==> src/design/rsps_pkg.sv <==
// Shared types, constants and width helpers for the ray-sphere pixel shader.
package rsps_pkg;

  localparam int COORD_FRAC_BITS_DEF  = 12;
  localparam int PIXEL_INDEX_BITS_DEF = 10;

  localparam int CFG_IDX_W  = 3;
  localparam int CFG_DATA_W = 16;

  typedef enum logic [CFG_IDX_W-1:0] {
    CFG_IMG_COLS      = 3'd0,
    CFG_IMG_ROWS      = 3'd1,
    CFG_PIXEL_PITCH   = 3'd2,
    CFG_SPHERE_X      = 3'd3,
    CFG_SPHERE_Y      = 3'd4,
    CFG_SPHERE_Z      = 3'd5,
    CFG_SPHERE_RADIUS = 3'd6
  } cfg_reg_e;

  localparam logic [10:0] RST_IMG_COLS      = 11'd400;
  localparam logic [10:0] RST_IMG_ROWS      = 11'd225;
  localparam logic [15:0] RST_PIXEL_PITCH   = 16'd583;
  localparam logic [15:0] RST_SPHERE_X      = 16'h0000;
  localparam logic [15:0] RST_SPHERE_Y      = 16'h0000;
  localparam logic [15:0] RST_SPHERE_Z      = 16'hF000;
  localparam logic [14:0] RST_SPHERE_RADIUS = 15'd2048;

  localparam int YA_W    = 17;
  localparam int QUOT_W  = 17;
  localparam int COLOR_W = 8;

  localparam logic [17:0] A_ONE      = 18'd65536;
  localparam logic [18:0] RV_BASE    = 19'd262144;
  localparam logic [20:0] GV_BASE    = 21'd1310720;
  localparam logic [17:0] COLOR_MUL  = 18'd255999;
  localparam logic [18:0] RED_RECIP  = 19'd268436;
  localparam logic [22:0] GRN_RECIP  = 23'd6871948;

  typedef struct packed {
    logic [10:0] cols;
    logic [10:0] rows;
    logic [15:0] pixel_pitch;
  } view_t;

  typedef struct packed {
    logic signed [15:0] sx;
    logic signed [15:0] sy;
    logic signed [15:0] sz;
    logic               s_neg;
    logic [31:0]        s_mag;
  } sph_t;

  typedef struct packed {
    logic            hit;
    logic            neg;
    logic [YA_W-1:0] ya;
  } side_t;

  typedef struct packed {
    logic               hit;
    logic [COLOR_W-1:0] blue;
    logic [COLOR_W-1:0] green;
    logic [COLOR_W-1:0] red;
  } pix_t;

  function automatic int max2(input int a, input int b);
    return (a > b) ? a : b;
  endfunction

  // radicand width of |d|^2, rounded up to an even count
  function automatic int sq_width(input int frac);
    int w;
    w = max2(31, 2 * frac) + 2;
    return w + (w % 2);
  endfunction

endpackage

==> src/design/rsps_ray.sv <==
// Ray direction: viewport offsets, pitch scaling, a flooring shift and saturation.
module rsps_ray #(
  parameter int COORD_FRAC_BITS  = rsps_pkg::COORD_FRAC_BITS_DEF,
  parameter int PIXEL_INDEX_BITS = rsps_pkg::PIXEL_INDEX_BITS_DEF
) (
  input  logic                        clk_i,
  input  logic                        rst_ni,
  input  logic                        en_i,
  input  logic                        valid_i,
  input  logic [PIXEL_INDEX_BITS-1:0] col_i,
  input  logic [PIXEL_INDEX_BITS-1:0] row_i,
  input  rsps_pkg::view_t             view_i,
  output logic                        valid_o,
  output logic signed [15:0]          dx_o,
  output logic signed [15:0]          dy_o
);
  import rsps_pkg::*;

  localparam int VW = max2(PIXEL_INDEX_BITS + 1, 11) + 2;
  localparam int PW = VW + 17;
  localparam int WW = PW + 4;
  localparam int SR = (COORD_FRAC_BITS <= 17) ? 17 - COORD_FRAC_BITS : 0;
  localparam int SL = (COORD_FRAC_BITS > 17) ? COORD_FRAC_BITS - 17 : 0;
  localparam logic signed [WW-1:0] SAT_HI = WW'(32767);
  localparam logic signed [WW-1:0] SAT_LO = WW'(-32768);

  logic [2:0] v_q;
  logic signed [VW-1:0] vx_d, vy_d, vx_q, vy_q;
  logic signed [PW-1:0] mx_d, my_d, mx_q, my_q;
  logic signed [15:0]   dx_d, dy_d, dx_q, dy_q;

  function automatic logic signed [15:0] sat16(input logic signed [PW-1:0] v);
    logic signed [WW-1:0] s;
    s = (WW'(v) <<< SL) >>> SR;
    if (s > SAT_HI) return 16'sh7FFF;
    if (s < SAT_LO) return 16'sh8000;
    return s[15:0];
  endfunction

  always_comb begin
    vx_d = VW'({col_i, 1'b1}) - VW'(view_i.cols);
    vy_d = VW'(view_i.rows) - VW'({row_i, 1'b1});
    mx_d = PW'(vx_q) * PW'(signed'({1'b0, view_i.pixel_pitch}));
    my_d = PW'(vy_q) * PW'(signed'({1'b0, view_i.pixel_pitch}));
    dx_d = sat16(mx_q);
    dy_d = sat16(my_q);
  end

  always_ff @(posedge clk_i or negedge rst_ni) begin
    if (!rst_ni) begin
      v_q <= '0;
    end else if (en_i) begin
      v_q <= {v_q[1:0], valid_i};
    end
  end

  always_ff @(posedge clk_i) begin
    if (en_i) begin
      vx_q <= vx_d;
      vy_q <= vy_d;
      mx_q <= mx_d;
      my_q <= my_d;
      dx_q <= dx_d;
      dy_q <= dy_d;
    end
  end

  assign valid_o = v_q[2];
  assign dx_o    = dx_q;
  assign dy_o    = dy_q;

endmodule

==> config.mk <==
export PLATFORM = sky130hd
export DESIGN_NAME = rsps_ray
export DESIGN_NICKNAME = d
export VERILOG_FILES = /design/src/design/rsps_pkg.sv /design/src/design/rsps_ray.sv
export SDC_FILE = /design/constraint.sdc
export NUM_CORES = 1
export LEC_CHECK = 0
export BUFFER_PORTS_ARGS = -buffer_cell sky130_fd_sc_hd__buf_4
export CAP_MARGIN = 20
export CELL_PAD_IN_SITES_DETAIL_PLACEMENT = 1
export CELL_PAD_IN_SITES_GLOBAL_PLACEMENT = 1
export CORE_MARGIN = 2
export CORE_UTILIZATION = 26
export DETAILED_ROUTE_END_ITERATION = 16
export PLACE_DENSITY = 0.58
export SYNTH_ARGS = -nofsm -noshare
export SYNTH_HDL_FRONTEND = slang
export SYNTH_SLANG_ARGS = --single-unit
==> constraint.sdc <==
create_clock -name clk_i -period 5.8 [get_ports clk_i]
set_input_delay 0.29 -clock clk_i [delete_from_list [all_inputs] [get_ports clk_i]]
set_output_delay 0.29 -clock clk_i [all_outputs]
set_load 0.03 [all_outputs]
# Word level (Yosys, flattened, before mapping)
# Index checks and enable logic that the tools add are counted.
# word_totals
ff_bits	119
inputBits	62
# op_classes
mul	2
n_mux	14
add_sub_neg	2
order_cmp	4
# ops
op	n
$mux 16	8
$mul 12x17->29	2
$gt 25x16->1 const B	2
$lt 25x16->1 const B	2
$sub 11x11->12	2
$mux 1	6

# Logic depth before layout (Yosys ltp)
# Gate-level depths: netlist (run 1).
# depth
word_depth	5
ltp_mapped	20

# Least setup slack after synthesis (run 1)
# OpenSTA, ideal clock, no wires.
# synth_timing
path_kind	register to register
start	register, netlist name vx_q[11]
end	register mx_q[23] (data pin)
n_path_buf	2
setup_ns	0.256
path_stages_with_launch	20
t_arrival_ns	5.074
required_time_ns	5.544
path_slack_ns	0.470
cell_sequence	edfxtp_1 > inv_1 > clkbuf_1 > nor2_1 > fa_1 > inv_1 > fa_1 > inv_1 > fa_1 > fa_1 > inv_1 > fa_1 > inv_1 > ha_1 > clkbuf_1 > a21oi_1 > o21bai_1 > a21oi_1 > or4b_1 > o211a_1
# synth_between
elab_chain_cells	1
# synth_lines
element	line	source
$mul 12x17->29	rsps_ray.sv:43	mx_d = PW'(vx_q) * PW'(signed'({1'b0, view_i.pixel_pitch}));
via mx_d[23]	rsps_ray.sv:29	logic signed [PW-1:0] mx_d, my_d, mx_q, my_q;
end signal: assignment	rsps_ray.sv:61	mx_q <= mx_d;
end: declaration	rsps_ray.sv:29	
# The timed path passes the listed nets, and every way through them passes these cells.
# A chain may end at the register's enable or synchronous reset.

# Worst setup path in the final report (run 1)
# layout_timing
start	register vy_q[9]
end	register my_q[21] (data pin)
# layout_between
elab_chain_cells	1
# layout_lines
element	line	source
start: declaration	rsps_ray.sv:28	logic signed [VW-1:0] vx_d, vy_d, vx_q, vy_q;
start signal: assignment	rsps_ray.sv:60	vy_q <= vy_d;
$mul 12x17->29	rsps_ray.sv:44	my_d = PW'(vy_q) * PW'(signed'({1'b0, view_i.pixel_pitch}));
via my_d[21]	rsps_ray.sv:29	
end signal: assignment	rsps_ray.sv:62	my_q <= my_d;
end: declaration	rsps_ray.sv:29	
# The timed path passes the listed nets, and every way through them passes these cells.

==> results of run 1 <==
## registers in the layout (all words and copies together), names as in the netlist
register and count:
v_q 3, dx_o 16, my_q 24, mx_q 24, vy_q 12, vx_q 12
dy_o 16
## cell families after synthesis
kind of cell	Yosys count	synth area share [%]
multiplexers	8	0.481
buffers and inverters	462	9.99
flip-flops	107	18.3
AND/OR/NAND/NOR	545	14.7
XOR/XNOR	50	2.51
AO/OA/AOI/OAI	215	8.36
adder cells (fa/ha/maj)	466	45.6
## through the flow
step	util, %	instances
4_1_cts	29.5	2790
3_5_place_dp	29.0	2767
5_1_grt	29.9	2814
6_report	29.9	2814
2_1_floorplan	-	1853
3_3_place_gp	29.0	2766
## cell usage in the layout (no fill, tap or decap), drive strengths merged, types with 39 or more instances in the layout
| master | n |
|---|---|
| ha | 184 |
| and2 | 121 |
| edfxtp | 104 |
| nand2 | 271 |
| a21oi | 60 |
| nor2 | 72 |
| inv | 392 |
| buf | 154 |
| fa | 282 |
| o21a | 39 |
## final timing paths
path	cells after the start	endpoint	start	slack [ps]
max in group asynchronous	2	v_q[1]	rst_ni	5490
setup reg to reg	15	my_q[21]	vy_q[9]	230
min in group asynchronous	2	v_q[0]	rst_ni	210
hold reg to reg	1	v_q[1]	v_q[1]	520
setup / recovery	15	my_q[21]	vy_q[9]	230
hold / removal	2	v_q[0]	valid_i	110
## timing repair
item | in CTS | in global routing
hold buffers | 1 | 0
resized for setup | 0 | 4
endpoints found under the setup margin | 3 | 14
buffers inserted | 6 | 21
hold endpoints to repair | 3 | 0
## per-layer routing
layer	track usage, %	part of all wire (%)
met5	0	0
met1	17.4	46
met3	1.99	2.4
met2	24.0	50
met4	2.75	1.1
## worst reg2reg max path: stages, from the launching register on
cell and delay, ps:
edfxtp_1 590, and2_1 280, fa_1 550, fa_1 450, fa_1 480, fa_1 490
inv_1 50, fa_1 470, inv_1 40, ha_1 380, nand4_2 280, a2111oi_4 450
o311a_1 280, a21o_1 190, mux2i_1 190, o2111ai_1 120
## cell type report
type / count / area (um2) / area share [%]
multi-input cells: 1284 / 12500 / 63.2
repair buffers: 156 / 1260 / 6.36
inverters: 387 / 1450 / 7.34
clock buffers: 10 / 229 / 1.16
flip-flops and latches: 107 / 3200 / 16.2
well taps: 864 / 1080 / 5.46
clock inverters: 6 / 53.8 / 0.272
==> metrics.yaml, run 1 <==
nFillCells: 7640
dr.pass1.iters: 5
dpl_cell_area_um2: 19200
required_ps: 5930
synth.top_cells.by_area: "fa_1, edfxtp_1, ha_1, inv_1, nand2_1"
cp_max_fo: 12
status: "finished clean"
fin_tns_setup_ps: 0
ys_top_cells_by_count: "inv_1, fa_1, nand2_1"
period_minus_slack_ps: 5570
cts_max_path_buffers: 2
cts-root-buf: "clkbuf_16"
routed_wl_mm: 45.0
report.final.slew_viol_count: 0
viasPerCell: 4.53
synth_top_cell_by_area: "fa_1"
crit_slowest_cell: "edfxtp_1"
areaGrowthSynthToFinish_pct: 13.5
place_hpwl_mm: 35.9
fin_area_um2: 19800
io_pins: 95
cp-start-kind: "flip-flop"
yosys.cell_types.count: 66
drtIter0Drc: 458
grt_pass1_wl_mm: 74.4
cts_htree_levels: 3
drv_cap: 0
worstPathCellList: "and2_1, fa_1, fa_1, fa_1, fa_1, inv_1, fa_1, inv_1, ha_1, nand4_2, a2111oi_4, o311a_1, a21o_1, mux2i_1, o2111ai_1"
max_slew_margin_pct: 37.1
clk_pin_slew_ps: 90
numPortBuffers: 94
end_kind: "flip-flop"
mappedNetlistArea_um2: 17400
tightest_slew_ps: 943
start_util_pct: 26.4
ant_nets: 0
wl_per_cell_um: 16.0
synth_edf_count: 104
critPathTopFamily: "adder cells"
finalCritPeriodShare_pct: 96.0
yosysWarnings: 0
worst_path_largest_cell_delay_ps: 590
cp.arrival_ps: 5700
cpMostUsedCell: "fa_1"
grt_max_degree: 64
place_congestion: 0.813
fp.dieW_um: 263
synth-seq-cells: 107
tritoncts: "yes"
insertion_delay_ps: 410
numCtsBuffers: 9
fmax_mhz: 180
syn-instance-count: 1853
setup-violations-final: 0
vias: 12700
hp-class: "primary input to flip-flop"
cts.sinks: 107
netlist.area_leader.share_pct: 32.4
yosysMostFrequentCell: "inv_1"
hold_violations: 0
synthFlopType: "edfxtp_1"
die_h_um: 263
finClkSkew_ps: 17.4
path_class: "flip-flop to flip-flop"
worst-path-buf-inv: 2
antenna_found_initial: 1
drive_above_1_share_pct: 9.69
die_area_um2: 69100
core_um2: 66100
avgSynthCellArea_um2: 9.41
first_global_vias: 14200
synth_seq_area_share_pct: 18.3
grt_usage_pct: 13.5
fin_ws_ps: 231
rows: 94
dp_worst_setup_slack_ps: -79.7
whs_ps: 114
gr-total-overflow: 0
ys_async_sr_fraction_pct: 2.80
remaining_drc_errors: 0
synth_nets: 2381
nets: 2473
num_antenna_cells: 0
Power of run 1 is left out: the tool's default activity adds up to more than one toggle a clock period on the data nets, which glitch-free logic cannot reach.
==> run 2: changes to the inputs <==
--- a/config.mk
+++ b/config.mk
@@ -10,9 +10,9 @@
 export CELL_PAD_IN_SITES_DETAIL_PLACEMENT = 1
 export CELL_PAD_IN_SITES_GLOBAL_PLACEMENT = 1
 export CORE_MARGIN = 2
-export CORE_UTILIZATION = 26
+export CORE_UTILIZATION = 30
 export DETAILED_ROUTE_END_ITERATION = 16
-export PLACE_DENSITY = 0.58
+export PLACE_DENSITY = 0.63
 export SYNTH_ARGS = -nofsm -noshare
 export SYNTH_HDL_FRONTEND = slang
 export SYNTH_SLANG_ARGS = --single-unit
==> run 2 against run 1 <==
  * Global-route usage up 1.9 points
  * First-iteration DRC count increased by 24%
  * Cell area down 0.21%
  * Worst hold slack better by 10 ps
==> metrics.yaml, run 2 (synthesis results as in run 1) <==
hold_violations: 0  # unchanged
remaining_drc_errors: 0  # unchanged
place_congestion: 0.836  # +2.8%
drtIter0Drc: 567  # +24%
worst_path_largest_cell_delay_ps: 530  # -60 ps
dr.pass1.iters: 5  # unchanged
layout_common_cells: "inv_1, fa_1, nand2_1"
die_area_um2: 60000  # -13%
cts_htree_levels: 3  # unchanged
cts-root-buf: "clkbuf_16"
max_slew_margin_pct: 33.8  # -3.4 points
worst-path-buf-inv: 5  # +3
finClkSkew_ps: 9.04  # -8.37 ps
tritoncts: "yes"
insertion_delay_ps: 400  # about the same
vias: 12900  # +1.5%
r2r-start: "vy_q[1]"
cp_max_fo: 6  # -6
io_pins: 95  # unchanged
period_minus_slack_ps: 5530  # -36.4 ps
grt_max_degree: 67  # +4.7%
critPathTopFamily: "adder cells"
antenna_found_initial: 1  # unchanged
place_hpwl_mm: 35.6  # -0.85%
worstPathCellList: "buf_4, and2_1, fa_1, ha_1, inv_1, fa_1, inv_1, fa_1, inv_1, fa_1, inv_1, ha_1, o21ai_0, a2111oi_4, o31ai_1, a21oi_1, or4b_1, o311ai_1"
die_h_um: 245  # -6.8%
routed_wl_mm: 45.0  # about the same
grt_usage_pct: 15.4  # +1.9 points
startpoint: "vy_q[1]"
holdCritStartpoint: "valid_i"
tightest_slew_ps: 994  # +50.4 ps
nFillCells: 6582  # -14%
hp-class: "primary input to flip-flop"
viasPerCell: 4.75  # +4.8%
start_util_pct: 30.3  # +3.9 points
status: "finished clean"
ant_nets: 0  # unchanged
cts.sinks: 107  # unchanged
final_common_cell: "inv_1"
setup-violations-final: 0  # unchanged
end_kind: "flip-flop"
required_ps: 6010  # +80 ps
areaGrowthSynthToFinish_pct: 13.3
fmax_mhz: 181  # +0.66%
num_antenna_cells: 0  # unchanged
nets: 2484  # +0.44%
path_class: "flip-flop to flip-flop"
clk_pin_slew_ps: 80  # about the same
first_global_vias: 14100  # -0.60%
crit_slowest_cell: "or4b_1"
numPortBuffers: 94  # unchanged
drive_above_1_share_pct: 10.5  # +0.81 points
final_cells: 2726  # -3.1%
wl_per_cell_um: 16.5  # +3.2%
finalCritPeriodShare_pct: 95.4  # -0.63 points
rsz0062_at_grt: "true"
core_um2: 57600  # -13%
grt_pass1_wl_mm: 73.0  # -1.8%
dp.cells: 2666  # -3.7%
drv_cap: 0  # unchanged
cp.arrival_ps: 5740  # +40 ps
numCtsBuffers: 9  # unchanged
rows: 88  # -6.4%
reg_top3: "mx_q (24), my_q (24)"
fp.dieW_um: 245  # -6.8%
cp-start-kind: "flip-flop"
gr-total-overflow: 0  # unchanged
report.final.slew_viol_count: 0  # unchanged
cts_max_path_buffers: 2  # unchanged
-- run 2: cell count changes in the layout (fill, tap and decap cells not counted), moves of 2 or more --
cell,previous run,this run
buf_4,147,158
buf_2,0,3
a21oi_1,59,57
a21oi_2,1,3
buf_12,7,5
inv_6,4,2
-- run 2: area by class of cell --
cell class	count	area [um2]	share of cell area, %
multi-input cells	1284	12500	63.5
flip-flops and latches	107	3200	16.2
clock inverters	6	56.3	0.285
well taps	765	957	4.85
repair buffers	167	1310	6.64
inverters	387	1460	7.38
clock buffers	10	229	1.16
-- run 2: layer usage --
metal  vias to the layer above  share of wire, %  GRT usage (%)
met1                      6712                45           20.0
li1                       5996                 -              -
met4                         0               1.6           4.23
met2                       192                50           27.1
met3                        38               3.3           1.83
met5                         -                 0              0
-- run 2: metrics by stage --
| stage | worst slack, ps | instance area, um2 | hold WS [ps] | utilization [%] | setup TNS (ps) |
|---|---|---|---|---|---|
| floorplan | 470 | 17400 | -5.59 | - | 0 |
| global placement | 96.7 | 19000 | 78.0 | 33.0 | 0 |
| detailed placement | -45.7 | 19000 | 80.0 | 33.0 | -160 |
| CTS | -12.9 | 19400 | 95.5 | 33.7 | -12.9 |
| global route | -22.6 | 19700 | 114 | 34.3 | -22.6 |
| finish | 268 | 19700 | 124 | 34.3 | 0 |
-- run 2: worst paths after layout --
check / to / slack [ps] / cells past startpoint
max in group asynchronous: v_q[0] / 5490 / 2
setup / recovery: my_q[25] / 270 / 18
setup reg to reg: my_q[25] / 270 / 18
hold / removal: v_q[0] / 120 / 2
hold reg to reg: v_q[0] / 510 / 1
min in group asynchronous: v_q[2] / 220 / 2
-- run 2: repair_timing --
action	in CTS	in global routing
resized for setup	0	10
setup buffers	8	32
hold endpoints to repair	3	0
endpoints found under the setup margin	6	19
pin swaps	0	1
hold buffers	1	0
Power of run 2 is left out for the same reason.
==> run 3: changes to the inputs <==
--- a/config.mk
+++ b/config.mk
@@ -5,14 +5,15 @@
 export SDC_FILE = /design/constraint.sdc
 export NUM_CORES = 1
 export LEC_CHECK = 0
-export BUFFER_PORTS_ARGS = -buffer_cell sky130_fd_sc_hd__buf_4
 export CAP_MARGIN = 20
 export CELL_PAD_IN_SITES_DETAIL_PLACEMENT = 1
 export CELL_PAD_IN_SITES_GLOBAL_PLACEMENT = 1
 export CORE_MARGIN = 2
 export CORE_UTILIZATION = 30
 export DETAILED_ROUTE_END_ITERATION = 16
-export PLACE_DENSITY = 0.63
+export DONT_BUFFER_PORTS = 1
+export GPL_TIMING_DRIVEN = 0
+export PLACE_DENSITY = 0.62
 export SYNTH_ARGS = -nofsm -noshare
 export SYNTH_HDL_FRONTEND = slang
 export SYNTH_SLANG_ARGS = --single-unit
==> run 3 against run 2 <==
  * Global-route usage rose by 1.4 points
  * Setup slack got worse by 140 ps
  * Clock-buffer cell count fell by 1
  * Routed wire length rose by 6.7%
  * Flip-flop and latch count did not move
  * Non-clock buffer count fell by 53
  * First-iteration DRC count fell by 10%
  * Worst hold slack got worse by 91 ps
  * Fmax fell by 2.4%
  * Clock skew rose by 3.1 ps
  * Largest cell class unchanged
==> metrics.yaml, run 3 (synthesis results as in run 1) <==
areaGrowthSynthToFinish_pct: 10.3
insertion_delay_ps: 400  # about the same
start_util_pct: 30.3  # unchanged
min_to: "vy_q[0]"
vias: 12800  # -0.87%
tritoncts: "yes"
drtIter0Drc: 510  # -10%
reg_top3: "mx_q (24), my_q (24)"
hold_violations: 0  # unchanged
cts-root-buf: "clkbuf_16"
finalCritPeriodShare_pct: 97.8  # +2.4 points
whs_ps: 33.7  # -90.7 ps
layout_common_cells: "inv_1, fa_1, nand2_1"
die_area_um2: 60000  # unchanged
final_util_pct: 33.4  # -0.90 points
setup-violations-final: 0  # unchanged
tightest_slew_ps: 765  # -229 ps
period_minus_slack_ps: 5670  # +138 ps
cp-start-kind: "flip-flop"
fin_tns_setup_ps: 0  # unchanged
antenna_found_initial: 3  # +2
cp.arrival_ps: 5860  # +120 ps
required_ps: 5990  # -20 ps
cts.sinks: 107  # unchanged
grt_usage_pct: 16.9  # +1.4 points
drive_above_1_share_pct: 6.13  # -4.4 points
grt_max_degree: 69  # +3.0%
holdCritStartpoint: "view_i[16]"
rows: 88  # unchanged
final_common_cell: "inv_1"
numPortBuffers: 0  # -100%
gr-total-overflow: 0  # unchanged
timing.reg2reg.setup_slack_ps: 130  # -140 ps
path_class: "flip-flop to flip-flop"
dpl_cell_area_um2: 18400  # -3.3%
hp-class: "primary input to flip-flop"
place_congestion: 0.848  # +1.5%
nets: 2431  # -2.1%
cts_htree_levels: 3  # unchanged
r2r-end: "my_q[25]"
reg2reg_depth: 19  # +1
first_global_vias: 14500  # +2.5%
fp.dieW_um: 245  # unchanged
fmax_mhz: 176  # -2.4%
cp_max_fo: 10  # +4
report.final.slew_viol_count: 0  # unchanged
core_um2: 57600  # unchanged
place_hpwl_mm: 39.0  # +9.4%
rsz0062_at_grt: "true"
ant_nets: 0  # unchanged
clk_pin_slew_ps: 80  # about the same
status: "finished clean"
viasPerCell: 4.79  # +1.0%
drv_cap: 0  # unchanged
max_slew_margin_pct: 49.0  # +15 points
dr.pass1.iters: 5  # unchanged
r2r-start: "vy_q[6]"
finClkSkew_ps: 12.2  # +3.12 ps
cts_max_path_buffers: 2  # unchanged
wl_per_cell_um: 17.9  # +8.8%
die_h_um: 245  # unchanged
remaining_drc_errors: 0  # unchanged
numCtsBuffers: 9  # unchanged
grt_pass1_wl_mm: 77.9  # +6.8%
io_pins: 95  # unchanged
end_kind: "flip-flop"
worst_hold_path.num_cells: 1  # -1
fin_area_um2: 19200  # -2.6%
routed_wl_mm: 48.0  # +6.7%
run 3: cell count changes in the layout (fill, tap and decap cells not counted), moves of 4 or more:
| cell | change |
|---|---|
| clkbuf_4 | +5 |
| buf_4 | -109 |
| buf_12 | -4 |
| buf_6 | +4 |
| clkbuf_1 | +43 |
| clkbuf_2 | +7 |
run 3: timing repair:
action,in CTS,in global routing
pin swaps,0,5
buffers inserted,23,19
hold buffers,3,0
endpoints found under the hold margin,16,0
gates resized for setup,34,59
setup endpoints to repair,26,19
run 3: area by class of cell:
type                       instances  area, um2
sequential                       107       3200
clock buffer                       9        225
multi-input combinational       1284      12600
buffer                            69        338
clock inverter                     7       57.6
tap                              765        957
timing repair buffer              45        363
inverter                         387       1460
fill                            6583      38400
antenna                            2       5.00
run 3: how the worst max path moves through the flow:
| stage | start | endpoint | slack (ps) | cells after the start |
|---|---|---|---|---|
| 2_1_floorplan | vx_q[11] | mx_q[23] | 470 | 19 |
| 3_3_place_gp | vy_q[11] | my_q[21] | -450 | 17 |
| 3_5_place_dp | vx_q[11] | mx_q[25] | -590 | 19 |
| 4_1_cts | vx_q[7] | mx_q[28] | 3 | 17 |
| 5_1_grt | vy_q[1] | my_q[21] | -50 | 17 |
| 6_report | vy_q[6] | my_q[25] | 130 | 19 |
run 3: layer usage:
layer  share of wire [%]  global-route usage, %
met5                   0                      0
met4                 1.4                   4.04
met3                 5.6                   3.66
met2                  48                   28.4
met1                  45                   22.1
run 3: through the flow:
stage	cells	setup WS, ps
floorplan	1853	470
global placement	2618	-452
detailed placement	2618	-594
CTS	2657	2.90
global route	2673	-51.3
finish	2675	129
run 3: critical path, cell delays in order, from the launching register on:
cell and delay (ps):
edfxtp_1 360, buf_4 160, buf_4 200, nand2_1 100
fa_1 570, inv_1 60, fa_1 560, fa_1 460
fa_1 500, inv_1 50, fa_1 480, inv_1 40
ha_1 370, nand4_4 220, a2111oi_4 80, buf_4 160
o31ai_2 310, a21oi_2 130, or4b_1 510, o311ai_1 120
Power of run 3 is left out for the same reason.
